File: src/rtl/core/wud_pkg.sv
package wud_pkg;

  // default operand width, in bits
  localparam int unsigned OPERAND_BITS_DEF = 256;

  // width of every limb on the stream ports
  localparam int unsigned LIMB_BITS = 64;
  localparam int unsigned LIMBS     = 4;
  localparam int unsigned WIDE_BITS = LIMB_BITS * LIMBS;

  // sequencer states
  typedef enum logic [1:0] {
    ST_IDLE,
    ST_RUN,
    ST_DONE
  } state_e;

  // sequencer to datapath
  typedef struct packed {
    logic load;
    logic step;
  } ctl_t;

  // datapath to sequencer
  typedef struct packed {
    logic den_zero;
  } sts_t;

endpackage

File: src/rtl/core/wud_datapath.sv
module wud_datapath #(
  parameter int unsigned OperandBits = 256
) (
  input  logic                       clk_i,
  input  logic                       rst_ni,
  input  wud_pkg::ctl_t              ctl_i,
  output wud_pkg::sts_t              sts_o,
  input  logic [OperandBits-1:0]     dividend_i,
  input  logic [OperandBits-1:0]     divisor_i,
  output logic [OperandBits-1:0]     quotient_o,
  output logic [OperandBits-1:0]     remainder_o,
  output logic                       zero_divisor_o
);
  import wud_pkg::*;

  logic [OperandBits-1:0] num_q, num_d;
  logic [OperandBits-1:0] den_q, den_d;
  logic [OperandBits-1:0] rem_q, rem_d;
  logic [OperandBits-1:0] quo_q, quo_d;
  logic                   zero_q, zero_d;

  logic [OperandBits:0]   shifted;
  logic [OperandBits+1:0] diff;
  logic                   ge;

  // divisor zero check on the incoming operand
  assign sts_o.den_zero = (divisor_i == '0);

  // shared shift and subtract unit: one quotient bit per step
  always_comb begin
    shifted = {rem_q, num_q[OperandBits-1]};
    diff    = {1'b0, shifted} - {2'b00, den_q};
    ge      = ~diff[OperandBits+1];
  end

  // next values of the working registers
  always_comb begin
    num_d  = num_q;
    den_d  = den_q;
    rem_d  = rem_q;
    quo_d  = quo_q;
    zero_d = zero_q;
    if (ctl_i.load) begin
      num_d  = dividend_i;
      den_d  = divisor_i;
      rem_d  = '0;
      quo_d  = '0;
      zero_d = sts_o.den_zero;
    end else if (ctl_i.step) begin
      num_d = {num_q[OperandBits-2:0], 1'b0};
      rem_d = ge ? diff[OperandBits-1:0] : shifted[OperandBits-1:0];
      quo_d = {quo_q[OperandBits-2:0], ge};
    end
  end

  // operand and result registers
  always_ff @(posedge clk_i) begin
    num_q <= num_d;
    den_q <= den_d;
    rem_q <= rem_d;
    quo_q <= quo_d;
  end

  // zero divisor flag
  always_ff @(posedge clk_i or negedge rst_ni) begin
    if (!rst_ni) begin
      zero_q <= 1'b0;
    end else begin
      zero_q <= zero_d;
    end
  end

  assign quotient_o     = quo_q;
  assign remainder_o    = rem_q;
  assign zero_divisor_o = zero_q;

endmodule

File: src/rtl/core/wud_ctrl.sv
module wud_ctrl #(
  parameter int unsigned OperandBits = 256
) (
  input  logic          clk_i,
  input  logic          rst_ni,
  input  logic          in_valid_i,
  output logic          in_ready_o,
  output logic          out_valid_o,
  input  logic          out_ready_i,
  input  wud_pkg::sts_t sts_i,
  output wud_pkg::ctl_t ctl_o
);
  import wud_pkg::*;

  localparam int unsigned CntW = $clog2(OperandBits);

  state_e          state_q, state_d;
  logic [CntW-1:0] cnt_q, cnt_d;
  logic            in_xfer;

  assign in_xfer = in_valid_i && (state_q == ST_IDLE);

  // next state and bit counter
  always_comb begin
    state_d = state_q;
    cnt_d   = cnt_q;
    case (state_q)
      ST_IDLE: begin
        if (in_valid_i) begin
          cnt_d   = CntW'(OperandBits - 1);
          state_d = sts_i.den_zero ? ST_DONE : ST_RUN;
        end
      end
      ST_RUN: begin
        cnt_d = cnt_q - CntW'(1);
        if (cnt_q == '0) begin
          state_d = ST_DONE;
        end
      end
      ST_DONE: begin
        if (out_ready_i) begin
          state_d = ST_IDLE;
        end
      end
      default: begin
        state_d = ST_IDLE;
      end
    endcase
  end

  // outputs of the sequencer
  always_comb begin
    in_ready_o  = 1'b0;
    out_valid_o = 1'b0;
    ctl_o       = '0;
    case (state_q)
      ST_IDLE: begin
        in_ready_o = 1'b1;
        ctl_o.load = in_xfer;
      end
      ST_RUN: begin
        ctl_o.step = 1'b1;
      end
      ST_DONE: begin
        out_valid_o = 1'b1;
      end
      default: begin
        ctl_o = '0;
      end
    endcase
  end

  always_ff @(posedge clk_i or negedge rst_ni) begin
    if (!rst_ni) begin
      state_q <= ST_IDLE;
      cnt_q   <= '0;
    end else begin
      state_q <= state_d;
      cnt_q   <= cnt_d;
    end
  end

endmodule

File: src/rtl/core/wide_unsigned_divider.sv
// Wide unsigned divider: quotient and remainder of two unsigned operands of
// OPERAND_BITS bits (64 to 256), each carried as four 64-bit limbs.
// Input stream s_axis: one transfer carries dividend and divisor; only the
// low OPERAND_BITS bits of each take part.
// Output stream m_axis: one transfer per input transfer with the quotient
// and remainder limbs in tdata and the zero-divisor flag in tuser. A zero
// divisor gives quotient 0, remainder 0 and the flag set.
// Timing: restoring division, one quotient bit per cycle from a single
// shared subtract-and-compare unit across the full operand width. After the
// input transfer the unit steps once per quotient bit; a zero divisor skips
// the steps and goes straight to the result. One item is in flight at a
// time: s_axis_tready is high only while the unit is empty.
// Reset clears the sequencer: no result is pending and s_axis_tready rises.
// When the receiver stalls, the result stays on m_axis until taken and no
// new input is accepted.
module wide_unsigned_divider #(
  parameter int unsigned OPERAND_BITS = wud_pkg::OPERAND_BITS_DEF
) (
  input  logic         clk_i,
  input  logic         rst_ni,
  // tdata from bit 0 up: dividend_limb3, dividend_limb2, dividend_limb1,
  // dividend_limb0, divisor_limb3, divisor_limb2, divisor_limb1,
  // divisor_limb0, 64 bits each
  input  logic         s_axis_tvalid,
  output logic         s_axis_tready,
  input  logic [511:0] s_axis_tdata,
  // tdata from bit 0 up: quotient_hi, quotient_mh, quotient_ml, quotient_lo,
  // remainder_hi, remainder_mh, remainder_ml, remainder_lo, 64 bits each
  output logic         m_axis_tvalid,
  input  logic         m_axis_tready,
  output logic [511:0] m_axis_tdata,
  // tuser: zero_divisor
  output logic         m_axis_tuser
);
  import wud_pkg::*;

  logic [WIDE_BITS-1:0]    dividend_wide;
  logic [WIDE_BITS-1:0]    divisor_wide;
  logic [WIDE_BITS-1:0]    quotient_wide;
  logic [WIDE_BITS-1:0]    remainder_wide;
  logic [OPERAND_BITS-1:0] quotient;
  logic [OPERAND_BITS-1:0] remainder;
  ctl_t                    ctl;
  sts_t                    sts;

  // reassemble the operands, most significant limb first on the bus
  assign dividend_wide = {s_axis_tdata[63:0],    s_axis_tdata[127:64],
                          s_axis_tdata[191:128], s_axis_tdata[255:192]};
  assign divisor_wide  = {s_axis_tdata[319:256], s_axis_tdata[383:320],
                          s_axis_tdata[447:384], s_axis_tdata[511:448]};

  wud_ctrl #(
    .OperandBits (OPERAND_BITS)
  ) u_ctrl (
    .clk_i       (clk_i),
    .rst_ni      (rst_ni),
    .in_valid_i  (s_axis_tvalid),
    .in_ready_o  (s_axis_tready),
    .out_valid_o (m_axis_tvalid),
    .out_ready_i (m_axis_tready),
    .sts_i       (sts),
    .ctl_o       (ctl)
  );

  wud_datapath #(
    .OperandBits (OPERAND_BITS)
  ) u_datapath (
    .clk_i          (clk_i),
    .rst_ni         (rst_ni),
    .ctl_i          (ctl),
    .sts_o          (sts),
    .dividend_i     (dividend_wide[OPERAND_BITS-1:0]),
    .divisor_i      (divisor_wide[OPERAND_BITS-1:0]),
    .quotient_o     (quotient),
    .remainder_o    (remainder),
    .zero_divisor_o (m_axis_tuser)
  );

  // results zero-extended to the full bus width
  assign quotient_wide  = WIDE_BITS'(quotient);
  assign remainder_wide = WIDE_BITS'(remainder);

  assign m_axis_tdata = {remainder_wide[63:0],    remainder_wide[127:64],
                         remainder_wide[191:128], remainder_wide[255:192],
                         quotient_wide[63:0],     quotient_wide[127:64],
                         quotient_wide[191:128],  quotient_wide[255:192]};

endmodule
File: config.mk
export PLATFORM = sky130hd
export DESIGN_NAME = wide_unsigned_divider
export DESIGN_NICKNAME = d
export VERILOG_FILES = /design/src/rtl/core/wud_pkg.sv /design/src/rtl/core/wud_datapath.sv /design/src/rtl/core/wud_ctrl.sv /design/src/rtl/core/wide_unsigned_divider.sv
export SDC_FILE = /design/constraint.sdc
export NUM_CORES = 2
export LEC_CHECK = 0
export BUFFER_PORTS_ARGS = -buffer_cell sky130_fd_sc_hd__buf_2
export CELL_PAD_IN_SITES_DETAIL_PLACEMENT = 1
export CELL_PAD_IN_SITES_GLOBAL_PLACEMENT = 1
export CORE_AREA = 2 2 401 403
export DETAILED_ROUTE_END_ITERATION = 10
export DIE_AREA = 0 0 403 405
export PLACE_DENSITY_LB_ADDON = 0.1
export REMOVE_ABC_BUFFERS = 1
export SLEW_MARGIN = 20
export SYNTH_ARGS = -nofsm -noshare
export SYNTH_HDL_FRONTEND = slang
export SYNTH_SLANG_ARGS = --single-unit
export TNS_END_PERCENT = 50
File: constraint.sdc
create_clock -name clk_i -period 10.8 [get_ports clk_i]
set_clock_uncertainty 0.05 [all_clocks]
set_input_delay 2.16 -clock clk_i [delete_from_list [all_inputs] [get_ports clk_i]]
set_output_delay 2.16 -clock clk_i [all_outputs]
set_load 0.005 [all_outputs]
==> implementation parameters <==
Parameter                              Value

Run status
  Run status ... complete, no violations

Logic synthesis
  Count of distinct cell types in the synthesized netlist ... 90
  Portion of the post-synthesis area used by sequential elements ... approximately 44%
  Top flip-flop cell by instance count after synthesis ... edfxtp_1
  Fraction of synthesized cell area taken by the top area cell type ... 26.1%
  Register bit count reported by yosys ... approximately 1,000
  Yosys warns ... 0
  Cell accounting for the most synthesized area ... edfxtp_1
  Post-synth EDFFs ... 512
  Mean area per synthesized cell ... 8.06 µm²
  Synthesized netlist cell count ... 7,320
  Post-synth design cell area ... between 0.05 and 0.06 mm²
  Most used standard cell by instance count after synthesis ... nand2_1
  Async SR Flop Fraction ... 1.06%
  Cell types with the highest counts after synthesis ... nand2_1 (1,743), o21ai_0 (696), a21oi_1 (642)
  Leading post-synthesis cells by cell area ... edfxtp_1 (26%), dfxtp_1 (17%), nand2_1 (11%), o21ai_0 (5.9%), ha_1 (5.5%)

GRT
  Initial antenna violation count ... about 90
  Congestion Overflow GR ... 0
  Via count of the first global-routing pass ... 59,100
  GRT Util Overall ... between 30% and 40%
  Largest net degree at the start of global routing ... 217
  Global-route wire length before repair ... 404,000 µm

CTS
  Number of gates resized after cts ... 0
  Clock Pin Slew Worst Setup and Hold Paths ... 0.06 ns
  Clock sink count ... 1,035
  Post-cts hold buffer count ... 0
  Depth of the CTS H-tree ... 3
  Number of buffers on the longest clock path ... 3
  Insertion delay of the later-clocked pin in the worst-skew pair ... approximately 0.80 ns
  Cell chosen for the clock root ... clkbuf_16
  Number of clock buffers inserted by TritonCTS ... 119
  Clock tree from TritonCTS ... done
  Buffers inserted by post-CTS timing repair ... 0

STA
  Worst slew pin tran ... 1.20 ns
  Setup violations, final ... 0
  Final Hold Fails ... 0
  Relative slew margins ... between 20% and 30%
  FMAX ... 0.145 GHz
  Part of the cycle the worst path needs ... 63.8%
  Pins Over Slew Limit ... 0
  Accumulated negative setup slack ... 0 ns
  Slack of the critical path ... 3.91 ns
  Period minus WS final ... 6.89 ns
  Setup repair after global routing missed its margin ... false

Final layout
  P&R area growth vs syn ... 18.3%
  Total number of nets in the final design ... 8,874
  Final Cell Area ... 0.0698 mm²
  Share of layout cells above drive strength 1 ... between 10% and 20%

Placement
  Weighted congestion reported at the end of routability-driven placement ... 0.985
  Count of input and output buffers ... between 1,000 and 1,500
  HPWL after detailed placement ... 223,000 µm
  Cell area after placement ... 0.0656 mm²
  Setup slack at placement ... a little over 4 ns

Routing
  Number of design-rule violations left by the first detailed-router iteration ... roughly 4,300
  Average detailed-routed wire length per instance ... approximately 27 µm
  Detailed-route vias per instance ... 5.66
  Overall via count from detail_route ... 58,400
  Count of nets left with antenna violations after detail routing ... 0
  Total wire length ... 281,000 µm
  DRT Pass-1 Iters ... 5
  Remaining design rule violation count ... 0

Power and ir drop
  PnR Total Power ... 23.1 mW
  Sw Share ... 47.0%
  Switching Power ... 10.9 mW
  Clk pwr share ... 18.5%
  Share of power burned in combinational logic ... between 50% and 60%
  Power share of the sequential group ... roughly 30%
  Total power density per cell area ... between 300 and 400 mW/mm²
  Leakage power ... ~30 nW
  Peak ir drop on the vdd network ... 0.000290 V
  Cell-internal power ... 12.2 mW

Setup path
  Required time at the endpoint of the critical path ... 11.45 ns
  Worst Setup Start Kind ... flop
  Crit-path max cell delay ... 0.72 ns
  Buffers plus inverters on the worst setup path ... 2
  Peak fanout along the critical path ... 44
  Critical path data arrival time ... 7.54 ns
  Critical path cell sequence ... ha_1, nor2b_1, o31a_1, o41ai_2, o21ai_1, nand3_1, a21oi_1, a21oi_1, nor3_1, o31ai_1, o41a_2, buf_4, and2_2, buf_4, a22oi_1, o41ai_1, nand3b_1
  Kind of capture point of the worst setup path ... flop
  Critical-path cell with the highest stage delay ... o31ai_1
  CP Class ... reg -> reg
  Kind of cell adding the most delay to the critical path ... compound AO/OA/AOI/OAI gates

Die
  Die outline area ... approximately 0.16 mm²
  Width of the die ... 403 µm
  Row count ... 147
  Area of the core ... 0.159 mm²
  Initial core utilization ... 37.0%
  Count of pins on the block boundary ... 1,031
  Height of the chip ... 405 µm

Flow run
  Max-capacitance violation count ... 0

Worst hold path
  Path type of the worst min-delay path ... reg -> reg
-- power by group through the flow --
stage               Sequential [mW]  Clock (mW)  Combinational [mW]
floorplan                      6.69           0                7.08
finish                         6.89        4.26                11.9
global route                   7.07        4.47                13.0
detailed placement             6.93           0                11.8
global placement               6.87           0                11.7
CTS                            6.88        4.33                11.8
-- through the flow --
stage	hold WS [ns]	std cells	util [%]
after floorplan	0.402	6895	-
after global placement	0.397	10100	41.2
after detailed placement	0.415	10100	41.2
after CTS	0.427	10300	43.8
after global routing	0.447	10300	43.8
final	0.420	10300	43.8
-- cell usage in the layout, fill, tap and decap left out, types with 20 or more instances in the layout --
master / netlist / final
nor2_1: 561 / 559
nand2b_1: 27 / 26
mux2i_1: 29 / 29
a31oi_1: 38 / 38
nor3_1: 154 / 154
a21boi_0: 23 / 23
buf_4: 3 / 49
clkbuf_16: 0 / 121
o21a_1: 36 / 36
nand4_1: 171 / 171
nand3_1: 74 / 74
nor4_1: 110 / 104
dfxtp_1: 512 / 512
a211oi_1: 105 / 105
o21ai_0: 696 / 696
a22oi_1: 28 / 28
o22ai_1: 33 / 33
edfxtp_1: 512 / 512
o21bai_1: 97 / 97
a21oi_1: 642 / 642
o31ai_1: 22 / 22
nor2b_1: 22 / 21
xor2_1: 93 / 93
clkinv_2: 0 / 20
o21ai_1: 25 / 25
ha_1: 258 / 258
xnor2_1: 137 / 137
or3_1: 20 / 20
inv_1: 340 / 339
and3_1: 37 / 37
nand2_1: 1743 / 1742
a21o_1: 126 / 126
buf_2: 61 / 1030
diode_2: 0 / 25
o211ai_1: 26 / 26
-- area by class of cell --
class / instances / area [µm²]
diodes: 25 / 62.6
clock buffers: 155 / 3340
clock inverters: 70 / 762
fillers: 19400 / 89500
inverters: 342 / 1300
multi-input cells: 5518 / 30200
flip-flops and latches: 1035 / 25900
well taps: 2086 / 2610
repair buffers: 1083 / 5600
-- final timing paths --
path	to	start	slack (ns)	depth (start not counted)
worst max-delay path	u_datapath.remainder_o[249]$_SDFFE_PP0P_	u_datapath.remainder_o[0]$_SDFFE_PP0P_	3.91	17
worst min-delay path	u_datapath.quotient_o[9]$_SDFFE_PP0P_	u_datapath.quotient_o[9]$_SDFFE_PP0P_	0.42	2
worst max register to register	u_datapath.remainder_o[249]$_SDFFE_PP0P_	u_datapath.remainder_o[0]$_SDFFE_PP0P_	3.91	17
worst min register to register	u_datapath.quotient_o[9]$_SDFFE_PP0P_	u_datapath.quotient_o[9]$_SDFFE_PP0P_	0.42	2
max in group asynchronous	u_ctrl.cnt_q[4]$_DFFE_PN0P_	rst_ni	9.27	1
min in group asynchronous	u_datapath.zero_divisor_o$_DFFE_PN0P_	rst_ni	1.19	1
-- registers in the layout, summed over array words and instances, names as in the netlist --
name,count
u_ctrl.cnt_q,8
u_ctrl.state_q,2
u_datapath.zero_divisor_o,1
u_datapath.remainder_o,256
u_datapath.num_q,256
u_datapath.quotient_o,256
u_datapath.den_q,256
-- tightest hold or removal path: cells and delay by family (launching register included) --
family,cells,cell delay (ns)
AND/OR/NAND/NOR,1,0.05
flip-flops,1,0.32
AO/OA/AOI/OAI,1,0.06
-- routing by layer --
metal | global-route usage (%) | part of all wire [%]
met4 | 15.1 | 5.1
met3 | 7.58 | 6.7
met2 | 55.8 | 47
met5 | 0 | 0.16
met1 | 40.2 | 41
-- kinds of logic after synthesis --
group	share of synthesized area, %
buf+inv	5.03
xor+xnor	3.41
mux	0.511
simple gates	21.6
fa+ha+maj	5.51
flops	43.9
compound gates	20.1
Power figures use the tool's default switching activity.
